File: src/queued_line_lock_table_top_defines.svh
// ----------------------------------------------------------------------------
// queued line lock table assertion macros
// shared property wrappers for the lock table checks
// ----------------------------------------------------------------------------
`ifndef QUEUED_LINE_LOCK_TABLE_TOP_DEFINES_SVH
`define QUEUED_LINE_LOCK_TABLE_TOP_DEFINES_SVH

// same-cycle implication, clocked on clk, off during reset
`define QLLT_ASSERT_NOW(label, ante, cons, msg) \
  label: assert property (@(posedge clk) disable iff (rst) (ante) |-> (cons)) \
    else $error(msg);

// next-cycle implication, clocked on clk, off during reset
`define QLLT_ASSERT_NEXT(label, ante, cons, msg) \
  label: assert property (@(posedge clk) disable iff (rst) (ante) |=> (cons)) \
    else $error(msg);

`endif

File: src/qllt_pkg.sv
// ----------------------------------------------------------------------------
// qllt_pkg
// types and constants shared by the line lock table modules
// ----------------------------------------------------------------------------
package qllt_pkg;

  localparam int ADDR_W   = 32;
  localparam int THREAD_W = 4;
  localparam int POS_W    = 4;
  localparam logic [POS_W-1:0] POS_MAX = 4'd15;

  // request function codes
  localparam logic FUNC_ACQUIRE = 1'b0;
  localparam logic FUNC_RELEASE = 1'b1;

  // register index taken from paddr[2]
  localparam logic REG_LOCK_ENABLE = 1'b0;

  typedef enum logic [4:0] {
    ST_IDLE   = 5'b00001,
    ST_READ   = 5'b00010,
    ST_CHECK  = 5'b00100,
    ST_SCAN   = 5'b01000,
    ST_FINISH = 5'b10000
  } qllt_state_t;

  typedef struct packed {
    logic load;
    logic read_self;
    logic decide;
    logic scan;
    logic finish;
  } qllt_cmd_t;

  typedef struct packed {
    logic need_scan;
    logic scan_done;
  } qllt_status_t;

endpackage

File: src/qllt_ram.sv
// ----------------------------------------------------------------------------
// qllt_ram
// generic one-write one-read ram with registered read data
// ----------------------------------------------------------------------------
module qllt_ram #(
  parameter int WIDTH = 8,
  parameter int DEPTH = 16
) (
  input  logic                     clk,
  input  logic                     we,
  input  logic [$clog2(DEPTH)-1:0] waddr,
  input  logic [WIDTH-1:0]         wdata,
  input  logic [$clog2(DEPTH)-1:0] raddr,
  output logic [WIDTH-1:0]         rdata
);

  logic [WIDTH-1:0] mem [DEPTH];

  always_ff @(posedge clk) begin
    if (we) begin
      mem[waddr] <= wdata;
    end
    rdata <= mem[raddr];
  end

endmodule

File: src/qllt_ctrl.sv
// ----------------------------------------------------------------------------
// qllt_ctrl
// sequencer for one lock request: read own entry, decide, scan, finish
// ----------------------------------------------------------------------------
`include "queued_line_lock_table_top_defines.svh"

module qllt_ctrl
  import qllt_pkg::*;
(
  input  logic         clk,
  input  logic         rst,
  input  logic         start,
  input  qllt_status_t status,
  output qllt_cmd_t    cmd,
  output logic         busy
);

  qllt_state_t state, state_next;

  always_ff @(posedge clk) begin
    if (rst) begin
      state <= ST_IDLE;
    end else begin
      state <= state_next;
    end
  end

  always_comb begin
    state_next = state;
    unique case (state)
      ST_IDLE: begin
        if (start) state_next = ST_READ;
      end
      ST_READ:  state_next = ST_CHECK;
      ST_CHECK: state_next = status.need_scan ? ST_SCAN : ST_FINISH;
      ST_SCAN: begin
        if (status.scan_done) state_next = ST_FINISH;
      end
      ST_FINISH: state_next = ST_IDLE;
      default:   state_next = ST_IDLE;
    endcase
  end

  always_comb begin
    cmd.load      = (state == ST_IDLE) && start;
    cmd.read_self = (state == ST_READ);
    cmd.decide    = (state == ST_CHECK);
    cmd.scan      = (state == ST_SCAN);
    cmd.finish    = (state == ST_FINISH);
  end

  assign busy = (state != ST_IDLE);

  `QLLT_ASSERT_NEXT(a_accept_reads, (state == ST_IDLE) && start, state == ST_READ, "accept did not start read")
  `QLLT_ASSERT_NEXT(a_finish_idle, state == ST_FINISH, state == ST_IDLE, "finish not followed by idle")
  `QLLT_ASSERT_NEXT(a_no_scan_skip, (state == ST_CHECK) && !status.need_scan, state == ST_FINISH, "check without scan must finish")
  `QLLT_ASSERT_NOW(a_done_idle_scan, status.scan_done, state == ST_SCAN || state == ST_FINISH || state == ST_IDLE, "scan done outside scan")

endmodule

File: src/qllt_dpath.sv
// ----------------------------------------------------------------------------
// qllt_dpath
// lock table storage, own-entry check and sequential scan over all entries
// ----------------------------------------------------------------------------
module qllt_dpath
  import qllt_pkg::*;
#(
  parameter int THREADS          = 16,
  parameter int LINE_OFFSET_BITS = 5
) (
  input  logic                clk,
  input  logic                rst,
  input  qllt_cmd_t           cmd,
  output qllt_status_t        status,
  input  logic                lock_enable,
  input  logic                func,
  input  logic [THREAD_W-1:0] thread,
  input  logic [ADDR_W-1:0]   address,
  output logic                granted,
  output logic                error,
  output logic [POS_W-1:0]    position
);

  localparam int TW     = $clog2(THREADS);
  localparam int LINE_W = ADDR_W - LINE_OFFSET_BITS;
  localparam int WORD_W = LINE_W + POS_W;
  localparam logic [TW:0]   CNT_END  = (TW+1)'(THREADS);
  localparam logic [TW-1:0] IDX_LAST = TW'(THREADS - 1);

  // request registers
  logic                func_q;
  logic [THREAD_W-1:0] thread_q;
  logic [LINE_W-1:0]   line_q;
  logic                alloc_q;

  // scan state
  logic [TW:0]         scan_cnt;
  logic                proc_q;
  logic [TW-1:0]       proc_idx;
  logic                held_q;
  logic [POS_W-1:0]    maxpos_q;

  logic [THREADS-1:0]  valid_q;

  // ram
  logic                ram_we;
  logic [TW-1:0]       ram_waddr;
  logic [WORD_W-1:0]   ram_wdata;
  logic [TW-1:0]       ram_raddr;
  logic [WORD_W-1:0]   ram_rdata;

  logic [TW-1:0]       t_idx;
  logic                in_range;
  logic [LINE_W-1:0]   rd_line;
  logic [POS_W-1:0]    rd_pos;
  logic                self_valid;
  logic                self_hit;
  logic                hit;
  logic                held_n;
  logic [POS_W-1:0]    maxpos_n;
  logic [POS_W-1:0]    new_pos;

  assign t_idx    = TW'(thread_q);
  assign in_range = (32'(thread_q) < THREADS);
  assign rd_line  = ram_rdata[WORD_W-1:POS_W];
  assign rd_pos   = ram_rdata[POS_W-1:0];

  assign self_valid = valid_q[t_idx];
  assign self_hit   = (rd_line == line_q);

  // scan element compare, one entry per cycle
  assign hit      = proc_q && valid_q[proc_idx] && (rd_line == line_q);
  assign held_n   = held_q | hit;
  assign maxpos_n = (hit && (rd_pos > maxpos_q)) ? rd_pos : maxpos_q;
  assign new_pos  = !held_n ? '0 :
                    (maxpos_n == POS_MAX) ? POS_MAX : maxpos_n + POS_W'(1);

  always_comb begin
    status.need_scan = lock_enable && in_range &&
                       ((self_valid && self_hit && (func_q == FUNC_RELEASE)) ||
                        (!self_valid && (func_q == FUNC_ACQUIRE)));
    status.scan_done = cmd.scan && proc_q && (proc_idx == IDX_LAST);
  end

  assign ram_raddr = cmd.read_self ? t_idx : scan_cnt[TW-1:0];

  always_comb begin
    ram_we    = 1'b0;
    ram_waddr = proc_idx;
    ram_wdata = {line_q, rd_pos - POS_W'(1)};
    if (cmd.scan && !alloc_q && hit && (rd_pos != '0)) begin
      ram_we = 1'b1;
    end else if (cmd.finish && alloc_q) begin
      ram_we    = 1'b1;
      ram_waddr = t_idx;
      ram_wdata = {line_q, position};
    end
  end

  qllt_ram #(
    .WIDTH(WORD_W),
    .DEPTH(THREADS)
  ) u_ram (
    .clk  (clk),
    .we   (ram_we),
    .waddr(ram_waddr),
    .wdata(ram_wdata),
    .raddr(ram_raddr),
    .rdata(ram_rdata)
  );

  // request capture
  always_ff @(posedge clk) begin
    if (cmd.load) begin
      func_q   <= func;
      thread_q <= thread;
      line_q   <= address[ADDR_W-1:LINE_OFFSET_BITS];
    end
  end

  // valid bits and scan control
  always_ff @(posedge clk) begin
    if (rst) begin
      valid_q  <= '0;
      scan_cnt <= '0;
      proc_q   <= 1'b0;
      alloc_q  <= 1'b0;
      held_q   <= 1'b0;
    end else begin
      if (cmd.decide) begin
        scan_cnt <= '0;
        proc_q   <= 1'b0;
        held_q   <= 1'b0;
        alloc_q  <= status.need_scan && !self_valid;
        // release clears own entry before the waiters move up
        if (status.need_scan && self_valid) begin
          valid_q[t_idx] <= 1'b0;
        end
      end
      if (cmd.scan) begin
        held_q <= held_n;
        if (scan_cnt < CNT_END) begin
          scan_cnt <= scan_cnt + (TW+1)'(1);
          proc_q   <= 1'b1;
        end else begin
          proc_q <= 1'b0;
        end
      end
      if (cmd.finish && alloc_q) begin
        valid_q[t_idx] <= 1'b1;
      end
    end
  end

  always_ff @(posedge clk) begin
    if (cmd.decide) begin
      maxpos_q <= '0;
    end else if (cmd.scan) begin
      maxpos_q <= maxpos_n;
    end
    if (cmd.scan) begin
      proc_idx <= scan_cnt[TW-1:0];
    end
  end

  // result registers
  always_ff @(posedge clk) begin
    if (cmd.decide) begin
      if (!lock_enable) begin
        granted  <= (func_q == FUNC_ACQUIRE);
        error    <= 1'b0;
        position <= '0;
      end else if (!in_range) begin
        granted  <= 1'b0;
        error    <= 1'b1;
        position <= '0;
      end else if (self_valid && !self_hit) begin
        granted  <= 1'b0;
        error    <= 1'b1;
        position <= rd_pos;
      end else if (self_valid && (func_q == FUNC_ACQUIRE)) begin
        granted  <= (rd_pos == '0);
        error    <= 1'b0;
        position <= rd_pos;
      end else begin
        granted  <= 1'b0;
        error    <= 1'b0;
        position <= '0;
      end
    end else if (status.scan_done && alloc_q) begin
      granted  <= !held_n;
      error    <= 1'b0;
      position <= new_pos;
    end
  end

endmodule

File: src/queued_line_lock_table_top.sv
// flow: an accepted start passes through read and check, and done strobes in finish when no
// scan is needed; a new acquire or a matching release also scans between check and finish
// a new request is taken only in idle, so busy covers the whole request, including the
// one-entry-a-cycle scan through the single read port of the entry ram
// reset: rst clears all entry valid bits at once and sets lock_enable to 1
// results cannot be stalled: done is high for exactly one cycle per request
// ----------------------------------------------------------------------------
// queued_line_lock_table_top
// per-thread cache line lock table with fifo queue positions
// ----------------------------------------------------------------------------
module queued_line_lock_table_top
  import qllt_pkg::*;
#(
  parameter int THREADS          = 16,
  parameter int LINE_OFFSET_BITS = 5
) (
  input  logic                clk,
  input  logic                rst,
  // request channel
  input  logic                start,
  output logic                busy,
  input  logic                func,
  input  logic [THREAD_W-1:0] thread,
  input  logic [ADDR_W-1:0]   address,
  // result channel
  output logic                done,
  output logic                granted,
  output logic                error,
  output logic [POS_W-1:0]    position,
  // configuration port
  input  logic                psel,
  input  logic                penable,
  input  logic                pwrite,
  input  logic [2:0]          paddr,
  input  logic [31:0]         pwdata,
  output logic [31:0]         prdata,
  output logic                pready
);

  qllt_cmd_t    cmd;
  qllt_status_t status;
  logic         lock_enable;
  logic         cfg_wr;

  // single config register; word index is paddr[2], anything else reads zero
  assign pready = 1'b1;
  assign cfg_wr = psel && penable && pwrite && pready;

  always_ff @(posedge clk) begin
    if (rst) begin
      lock_enable <= 1'b1;
    end else if (cfg_wr && (paddr[2] == REG_LOCK_ENABLE)) begin
      lock_enable <= pwdata[0];
    end
  end

  always_comb begin
    prdata = '0;
    if (paddr[2] == REG_LOCK_ENABLE) begin
      prdata = {31'b0, lock_enable};
    end
  end

  // controller: steps read, check, scan and finish for each request
  qllt_ctrl u_ctrl (
    .clk   (clk),
    .rst   (rst),
    .start (start),
    .status(status),
    .cmd   (cmd),
    .busy  (busy)
  );

  // datapath: entry ram, valid bits, scan compare and result registers
  qllt_dpath #(
    .THREADS         (THREADS),
    .LINE_OFFSET_BITS(LINE_OFFSET_BITS)
  ) u_dpath (
    .clk        (clk),
    .rst        (rst),
    .cmd        (cmd),
    .status     (status),
    .lock_enable(lock_enable),
    .func       (func),
    .thread     (thread),
    .address    (address),
    .granted    (granted),
    .error      (error),
    .position   (position)
  );

  // result registers are settled by the finish cycle
  assign done = cmd.finish;

endmodule
File: config.mk
export PLATFORM = sky130hd
export DESIGN_NAME = queued_line_lock_table_top
export DESIGN_NICKNAME = d
export VERILOG_FILES = /design/src/qllt_pkg.sv /design/src/qllt_ram.sv /design/src/qllt_ctrl.sv /design/src/qllt_dpath.sv /design/src/queued_line_lock_table_top.sv
export VERILOG_INCLUDE_DIRS = /design/src /design/src/src
export SDC_FILE = /design/constraint.sdc
export NUM_CORES = 1
export LEC_CHECK = 0
export BUFFER_PORTS_ARGS = -buffer_cell sky130_fd_sc_hd__buf_2
export CORE_UTILIZATION = 35
export CTS_CLUSTER_DIAMETER = 80
export DETAILED_ROUTE_END_ITERATION = 6
export HOLD_SLACK_MARGIN = 0.05
export SLEW_MARGIN = 20
export SYNTH_ARGS = -nofsm -noshare
export SYNTH_HDL_FRONTEND = slang
export SYNTH_SLANG_ARGS = --single-unit
File: constraint.sdc
create_clock -name clk -period 5.9 [get_ports clk]
set_clock_uncertainty 0.2 [all_clocks]
set_input_delay 1.18 -clock clk [delete_from_list [all_inputs] [get_ports clk]]
set_output_delay 1.18 -clock clk [all_outputs]
set_load 0.02 [all_outputs]
=== Word level (Yosys, flattened, before mapping) ===
Memories as Yosys holds them, arrays and structs flattened. A register that Yosys moved wholly into a read port is not among the register bits.
Cells that the tools add are included.

* Bits in registers: 76
* RAM bits: 496
* Input bits: 78
* Output and inout port bits: 41
* Memories: 1

* Add/sub/neg operators: 3
* Magnitude comparators: 5
* Equal/unequal tests: 11
* Mux-type cells: 48
* Bitwise logic cells: 6
* Reduce and logical (&&, ||, !) cells: 33

{| class="wikitable"
|+ Memory list
! name !! words !! width !! rd ports !! clocked after memory_dff !! write ports !! RTL line !! text
|-
| u_dpath.u_ram.mem || 16 || 31 || 1 || 1 || 1 || qllt_ram.sv:17 || <nowiki>logic [WIDTH-1:0] mem [DEPTH];</nowiki>
|}

{| class="wikitable"
|+ Operator list
! operator !! count
|-
| $mux W16 || 4
|-
| $mux W4 || 13
|-
| $mux W5 || 6
|-
| $eq A27 B27 Y1 || 1
|-
| $logic_and A1 B1 Y1 || 23
|-
| $mux W1 || 21
|-
| $pmux W5 S4 || 1
|-
| $and A16 B16 Y16 || 1
|-
| $not A16 Y16 || 1
|-
| $or A16 B16 Y16 || 1
|-
| $lt A4 B5 Y1 const B || 2
|-
| $bmux W1 S4 || 2
|-
| $eq A4 B4 Y1 const B || 2
|-
| $add A5 B1 Y5 const B || 1
|-
| $eq A5 B1 Y1 const B || 1
|-
| $eq A5 B2 Y1 const B || 1
|-
| $eq A5 B3 Y1 const B || 1
|-
| $eq A5 B4 Y1 const B || 1
|-
| $eq A5 B5 Y1 const B || 1
|-
| $lt A5 B5 Y1 const B || 1
|-
| $ne A5 B1 Y1 const B || 1
|-
| $add A4 B1 Y4 const B || 1
|-
| $demux W1 S4 || 1
|-
| $ge A4 B1 Y1 const B || 1
|-
| 11 further kinds || 17
|}

=== Longest topological paths before layout ===
* Depth after elaboration: 12
* Mapped depth: 15
* Gate-level depth less buffers: 14

=== Modules after synthesis ===
A second synthesis with hierarchy kept.

* Cell total of the unflattened synthesis: 1,204
* Area total of the unflattened synthesis: 23,456.2 um2

{| class="wikitable"
|+ By module, submodules not included
! module !! instances !! cells an instance !! area an instance (um2)
|-
| qllt_ram || 1 || 812 || 19,248.5
|-
| qllt_dpath || 1 || 322 || 3,636.0
|-
| queued_line_lock_table_top || 1 || 40 || 315.3
|-
| qllt_ctrl || 1 || 30 || 256.5
|}

=== Worst setup path after synthesis ===
No wires, ideal clock.

* Path type: register to register
* From: register u_ctrl.state[0]
* To: memory u_dpath.u_ram.mem[1][0] in the netlist's numbering, enable pin
* Arrival: 4.082 ns
* Data required time: 5.242 ns
* Setup slack: 1.161 ns
* Cell stages (with the launch flop): 7
* Path buffers: 0
* Cell sequence: dfxtp_1 > or3_1 > nor3b_2 > nand2_1 > nor3_1 > a31oi_1 > nor3_1

* Elaborated cells on any way between the ends: 12
* Classes of those cells: eq/ne (2); mux (6); reduce/logical (4)

{| class="wikitable"
|+ RTL lines
! element !! RTL line !! text
|-
| start: declaration || qllt_ctrl.sv:18 || <nowiki>qllt_state_t state, state_next;</nowiki>
|-
| start signal: assignment || qllt_ctrl.sv:24 || <nowiki>state <= state_next;</nowiki>
|-
| $eq A5 B5 Y1 (*) || qllt_ctrl.sv:49 || <nowiki>cmd.finish = (state == ST_FINISH);</nowiki>
|-
| named net done || queued_line_lock_table_top.sv:26 || <nowiki>output logic done,</nowiki>
|-
| $logic_and A1 B1 Y1 (*) || qllt_dpath.sv:93 || <nowiki>end else if (cmd.finish && alloc_q) begin</nowiki>
|-
| $mux W1 || qllt_dpath.sv:93 ||
|-
| $mux W1 || qllt_dpath.sv:91 || <nowiki>if (cmd.scan && !alloc_q && hit && (rd_pos != '0)) begin</nowiki>
|-
| $mux W1 || qllt_ram.sv:20 || <nowiki>if (we) begin</nowiki>
|-
| $mux W1 (not written as such) || qllt_ram.sv:21 || <nowiki>mem[waddr] <= wdata;</nowiki>
|-
| end: declaration || qllt_ram.sv:17 ||
|}

Mark *: on every way through the listed nets, which the timed path passes. The rest lies on a longest branch.

=== Final worst setup path ===
* From: register u_dpath.line_q[6]
* To: memory u_dpath.u_ram.mem[4][14] in the netlist's numbering, enable pin

* Word-level cells in the longest chain between the ends: 7
* Elaborated cells on any way between the ends: 8
* Classes of those cells: eq/ne (1); mux (4); reduce/logical (3)

{| class="wikitable"
|+ RTL lines
! element !! RTL line !! text
|-
| start: declaration || qllt_dpath.sv:33 || <nowiki>logic [LINE_W-1:0] line_q;</nowiki>
|-
| start signal: assignment || qllt_dpath.sv:117 || <nowiki>line_q <= address[ADDR_W-1:LINE_OFFSET_BITS];</nowiki>
|-
| $eq A27 B27 Y1 (*) || qllt_dpath.sv:72 || <nowiki>assign hit = proc_q && valid_q[proc_idx] && (rd_line == line_q);</nowiki>
|-
| $logic_and A1 B1 Y1 (*) || qllt_dpath.sv:72 ||
|-
| $logic_and A1 B1 Y1 (*) (2 in series) || qllt_dpath.sv:91 ||
|-
| $mux W1 || qllt_dpath.sv:91 ||
|-
| $mux W1 || qllt_ram.sv:20 ||
|-
| $mux W1 (not written as such) || qllt_ram.sv:21 ||
|}

Mark *: on every way between the ends. The rest lies on a longest branch, timed or not.

==> implementation parameters <==
Parameter                              Value

Synth
  Total number of yosys warnings ... 0
  Avg Cell Area, Syn ... 18.52 um2
  Post-synth top area share ... 68.00%
  Most used flip-flop cell after synthesis ... sky130_fd_sc_hd__edfxtp_1
  Number of synthesized flops with an enable pin ... 538
  Unique masters post-synth ... 62
  Seq/Total Area, Yosys ... 73.48%
  Syn Std Cell Area ... 23760 um2
  Synth area leaders ... sky130_fd_sc_hd__edfxtp_1 (68%), sky130_fd_sc_hd__mux4_2 (13%), sky130_fd_sc_hd__dfxtp_1 (5.5%)
  Synth Register Bits ... 603
  Proportion of register bits with asynchronous set or reset after synthesis ... 0%
  Area leader, netlist ... sky130_fd_sc_hd__edfxtp_1
  Number of instances in the synthesized netlist ... 1283

CTS
  Clock transition at path regs ... 0.06 ns
  Clock latency of the later-clocked register in the worst-skew pair ... 0.63 ns
  Root Buffer Master ... sky130_fd_sc_hd__clkbuf_16
  Num CTS Buffers ... 60
  CTS tree ... yes
  Number of cells upsized or downsized after cts ... 0
  Number of clock sinks seen by CTS ... 603
  Hold buffers post-CTS ... 0
  Number of buffers on the longest clock path ... 3
  Number of buffers added for setup after CTS ... 0
  H-Tree Depth ... 2

Global route
  Largest net degree at the start of global routing ... 125
  Aggregate global routing overflow ... 0
  Global routing usage summed across all routing layers ... 14.97%
  First-pass GRT wire length ... 77.30 mm
  Initial antenna violation count ... 0
  Number of global-route vias before repair ... 12160

STA
  Worst max-slew margin expressed relative to the limit ... 24.77%
  Final critical delay including setup and external delays ... 4.797 ns
  Sum of negative setup slack ... 0 ns
  Maximum operating frequency ... 208.4 MHz
  Share of the clock period used by the worst path after layout ... 81.31%
  Hold violation count in the final report ... 0
  Max Transition Viols Final ... 0
  Setup Viol. Count Final ... 0
  RSZ-0062 raised after global routing ... no
  Least setup slack across all paths after layout ... 1.103 ns
  Worst-margin pin slew ... 1.105 ns

Pwr
  Power density of the placed cells ... 324.0 nW/um2
  Proportion of power drawn by flip-flops and latches ... 54.8%
  Leakage component of the power ... 8.856 nW
  Share of total power consumed by net switching ... 20.82%
  Switching pwr ... 1.824 mW
  Clock Power Share ... 42.7%
  Max VDD drop ... 0.2598 mV
  Internal power contribution ... 6.936 mW
  Gate power share ... 2.6%

Setup path
  Worst setup path class ... register to register
  Reg-to-reg setup timing slack ... 1.10 ns
  Maximum fanout along the worst path ... 17
  Standard cell with the maximum stage delay on the critical path ... sky130_fd_sc_hd__nand4_1
  R2r endpoint ... u_dpath.u_ram.mem[4][14]
  Register-to-Register Path Depth ... 8
  Endpoint class of the critical path ... register
  Cell-by-cell trace of the critical path ... xor2_1 > nor4_1 > nand4_1 > nor4b_4 > a31oi_2 > or2_1 > nor2_4 > buf_4
  Worst path max stage delay ... 0.66 ns
  Launching element type of the critical path ... register
  Data arrival time of the worst path ... 4.91 ns
  Startpoint of the lowest-slack register-to-register path ... u_dpath.line_q[6]
  Critical path data required time ... 6.01 ns

Hold path
  Worst hold path class ... register to register
  Capture endpoint of the worst hold path ... u_dpath.valid_q[2]
  Hold Crit Start ... u_dpath.valid_q[2]
  Count of cells along the worst hold path ... 2

Placed design
  Final weighted congestion in routability-driven placement ... 0.7374
  Count of input and output buffers ... 48
  DP Wirelength ... 27.39 mm
  Worst setup slack before clock tree synthesis ... 1.090 ns

Floorplan
  Starting Density ... 35.38%
  Number of placement rows ... 95
  Area of the placeable core ... 67160 um2
  Die footprint ... 68920 um2
  Die boundary height ... 262.5 um
  Top-level I/O count ... 119
  Horizontal extent of the die ... 262.5 um

Drt
  DRC violations left ... 0
  Number of vias per cell ... 5.168
  Vias post-DR ... 11830
  Per-cell routed wire length ... 22.43 um
  Detailed Route WL ... 51.34 mm
  Post-DRT Antenna Nets ... 0
  Number of iterations in the first detailed-routing pass ... 5
  Initial drt markers ... 900

Final layout
  Inserted Diodes ... 0
  # nets final ... 1449
  Proportion of layout cells with a drive suffix above 1 ... 24.51%
  Synth-to-layout area growth ... 13.82%
  Most common cell after layout, fill and taps aside ... sky130_fd_sc_hd__edfxtp_1
  Commonest non-fill, non-tap cells in the layout ... sky130_fd_sc_hd__edfxtp_1 (538), sky130_fd_sc_hd__mux4_2 (132), sky130_fd_sc_hd__nand2_1 (89)

Run
  Number of violations of the max-capacitance limit ... 0

Status
  Run status ... completed
state kept, by name, indices dropped and copies added, names as in the netlist, 4 cells and up:
| name | flops |
|---|---|
| u_dpath.u_ram.mem | 496 |
| u_ctrl.state | 5 |
| u_dpath.scan_cnt | 5 |
| u_dpath.line_q | 27 |
| u_dpath.valid_q | 16 |
| u_dpath.position | 4 |
| u_dpath.proc_idx | 4 |
| u_dpath.u_ram.rdata | 31 |
| u_dpath.maxpos_q | 4 |
| u_dpath.t_idx | 4 |
metrics by stage:
stage	area (um2)	power (mW)	util (%)	instances	hold WS [ns]
CTS	27030	8.848	40.25	2289	0.3015
floorplan	23870	5.029	-	1313	0.2652
global route	27040	9.015	40.26	2289	0.3215
global placement	25070	5.106	37.33	2175	0.2883
finish	27040	8.760	40.26	2289	0.3070
detailed placement	25070	5.116	37.33	2175	0.2928
critical path, delay by kind of cell, from the launching register on:
kind / cells / cell delay [ns]
and+or+nand+nor: 5 / 2.79
DFF: 1 / 0.59
buffers and inverters: 1 / 0.34
AOI/OAI and AO/OA: 1 / 0.30
xor gates and xnor gates: 1 / 0.24
Yosys cell counts, types with 3 or more instances:
| cell | number |
|---|---|
| sky130_fd_sc_hd__edfxtp_1 | 538 |
| sky130_fd_sc_hd__mux4_2 | 132 |
| sky130_fd_sc_hd__nand2_1 | 89 |
| sky130_fd_sc_hd__dfxtp_1 | 65 |
| sky130_fd_sc_hd__nor2_1 | 53 |
| sky130_fd_sc_hd__a31oi_1 | 37 |
| sky130_fd_sc_hd__buf_4 | 37 |
| sky130_fd_sc_hd__clkbuf_1 | 33 |
| sky130_fd_sc_hd__a211oi_1 | 32 |
| sky130_fd_sc_hd__and2_1 | 32 |
| sky130_fd_sc_hd__a21oi_1 | 30 |
| sky130_fd_sc_hd__xor2_1 | 27 |
| sky130_fd_sc_hd__o21ai_1 | 21 |
| sky130_fd_sc_hd__nand3_1 | 16 |
| sky130_fd_sc_hd__inv_1 | 12 |
| sky130_fd_sc_hd__buf_2 | 11 |
| sky130_fd_sc_hd__nor3_1 | 11 |
| sky130_fd_sc_hd__buf_8 | 7 |
| sky130_fd_sc_hd__ha_1 | 7 |
| sky130_fd_sc_hd__mux2i_1 | 7 |
| sky130_fd_sc_hd__nand4_1 | 6 |
| sky130_fd_sc_hd__nor4_1 | 6 |
| sky130_fd_sc_hd__nand3b_1 | 5 |
| sky130_fd_sc_hd__mux2_2 | 4 |
| sky130_fd_sc_hd__nand2b_1 | 4 |
| sky130_fd_sc_hd__nor2b_1 | 4 |
| sky130_fd_sc_hd__nor3b_2 | 4 |
| sky130_fd_sc_hd__o21ai_0 | 4 |
| sky130_fd_sc_hd__and3_1 | 3 |
| sky130_fd_sc_hd__buf_6 | 3 |
| sky130_fd_sc_hd__or2_1 | 3 |
layer usage:
metal / up-vias / GRT usage [%] / part of all wire (%)
li1: 5243 / - / -
met2: 348 / 25.09 / 49
met5: - / 0 / 0
met1: 6167 / 20.24 / 44
met4: 0 / 4.245 / 1.9
met3: 72 / 2.286 / 5.2
how the worst max path moves through the flow:
stage               depth (start not counted)  slack [ns]         startpoint                        to
CTS                                         8        1.06  u_dpath.line_q[6]  u_dpath.u_ram.mem[4][24]
global route                                8        0.87  u_dpath.line_q[6]  u_dpath.u_ram.mem[4][24]
global placement                            8        1.16  u_dpath.line_q[6]  u_dpath.u_ram.mem[4][17]
detailed placement                          8        1.09  u_dpath.line_q[1]  u_dpath.u_ram.mem[4][17]
finish                                      8        1.10  u_dpath.line_q[6]  u_dpath.u_ram.mem[4][14]
floorplan                                   6        1.16    u_ctrl.state[0]   u_dpath.u_ram.mem[1][0]
power groups by stage:
stage	logic (mW)	clock network, mW	registers (mW)
after global placement	0.226	0	4.88
after global routing	0.247	3.96	4.80
after CTS	0.229	3.82	4.80
after detailed placement	0.229	0	4.89
final	0.224	3.74	4.80
after floorplan	0.181	0	4.85
cells by family (layout without fill, tap and decap cells):
kind of cell | after synthesis | count (layout) | share of synthesized area [%]
flops | 603 | 603 | 73.48
simple gates | 249 | 249 | 5.235
mux | 146 | 146 | 13.23
compound gates | 141 | 141 | 3.839
buf+inv | 106 | 209 | 2.744
xor+xnor | 29 | 29 | 1.069
fa+ha+maj | 7 | 7 | 0.3686
other cells | 2 | 32 | 0.03161
layout make-up:
class / count / area [um2]
flip-flops and latches: 603 / 17460
inverters: 13 / 48.80
repair buffers: 82 / 570.5
clock inverters: 22 / 170.2
fillers: 5990 / 40120
multi-input cells: 604 / 5916
well taps: 873 / 1092
clock buffers: 92 / 1787
Note: power is estimated with default switching activity, not from simulation.
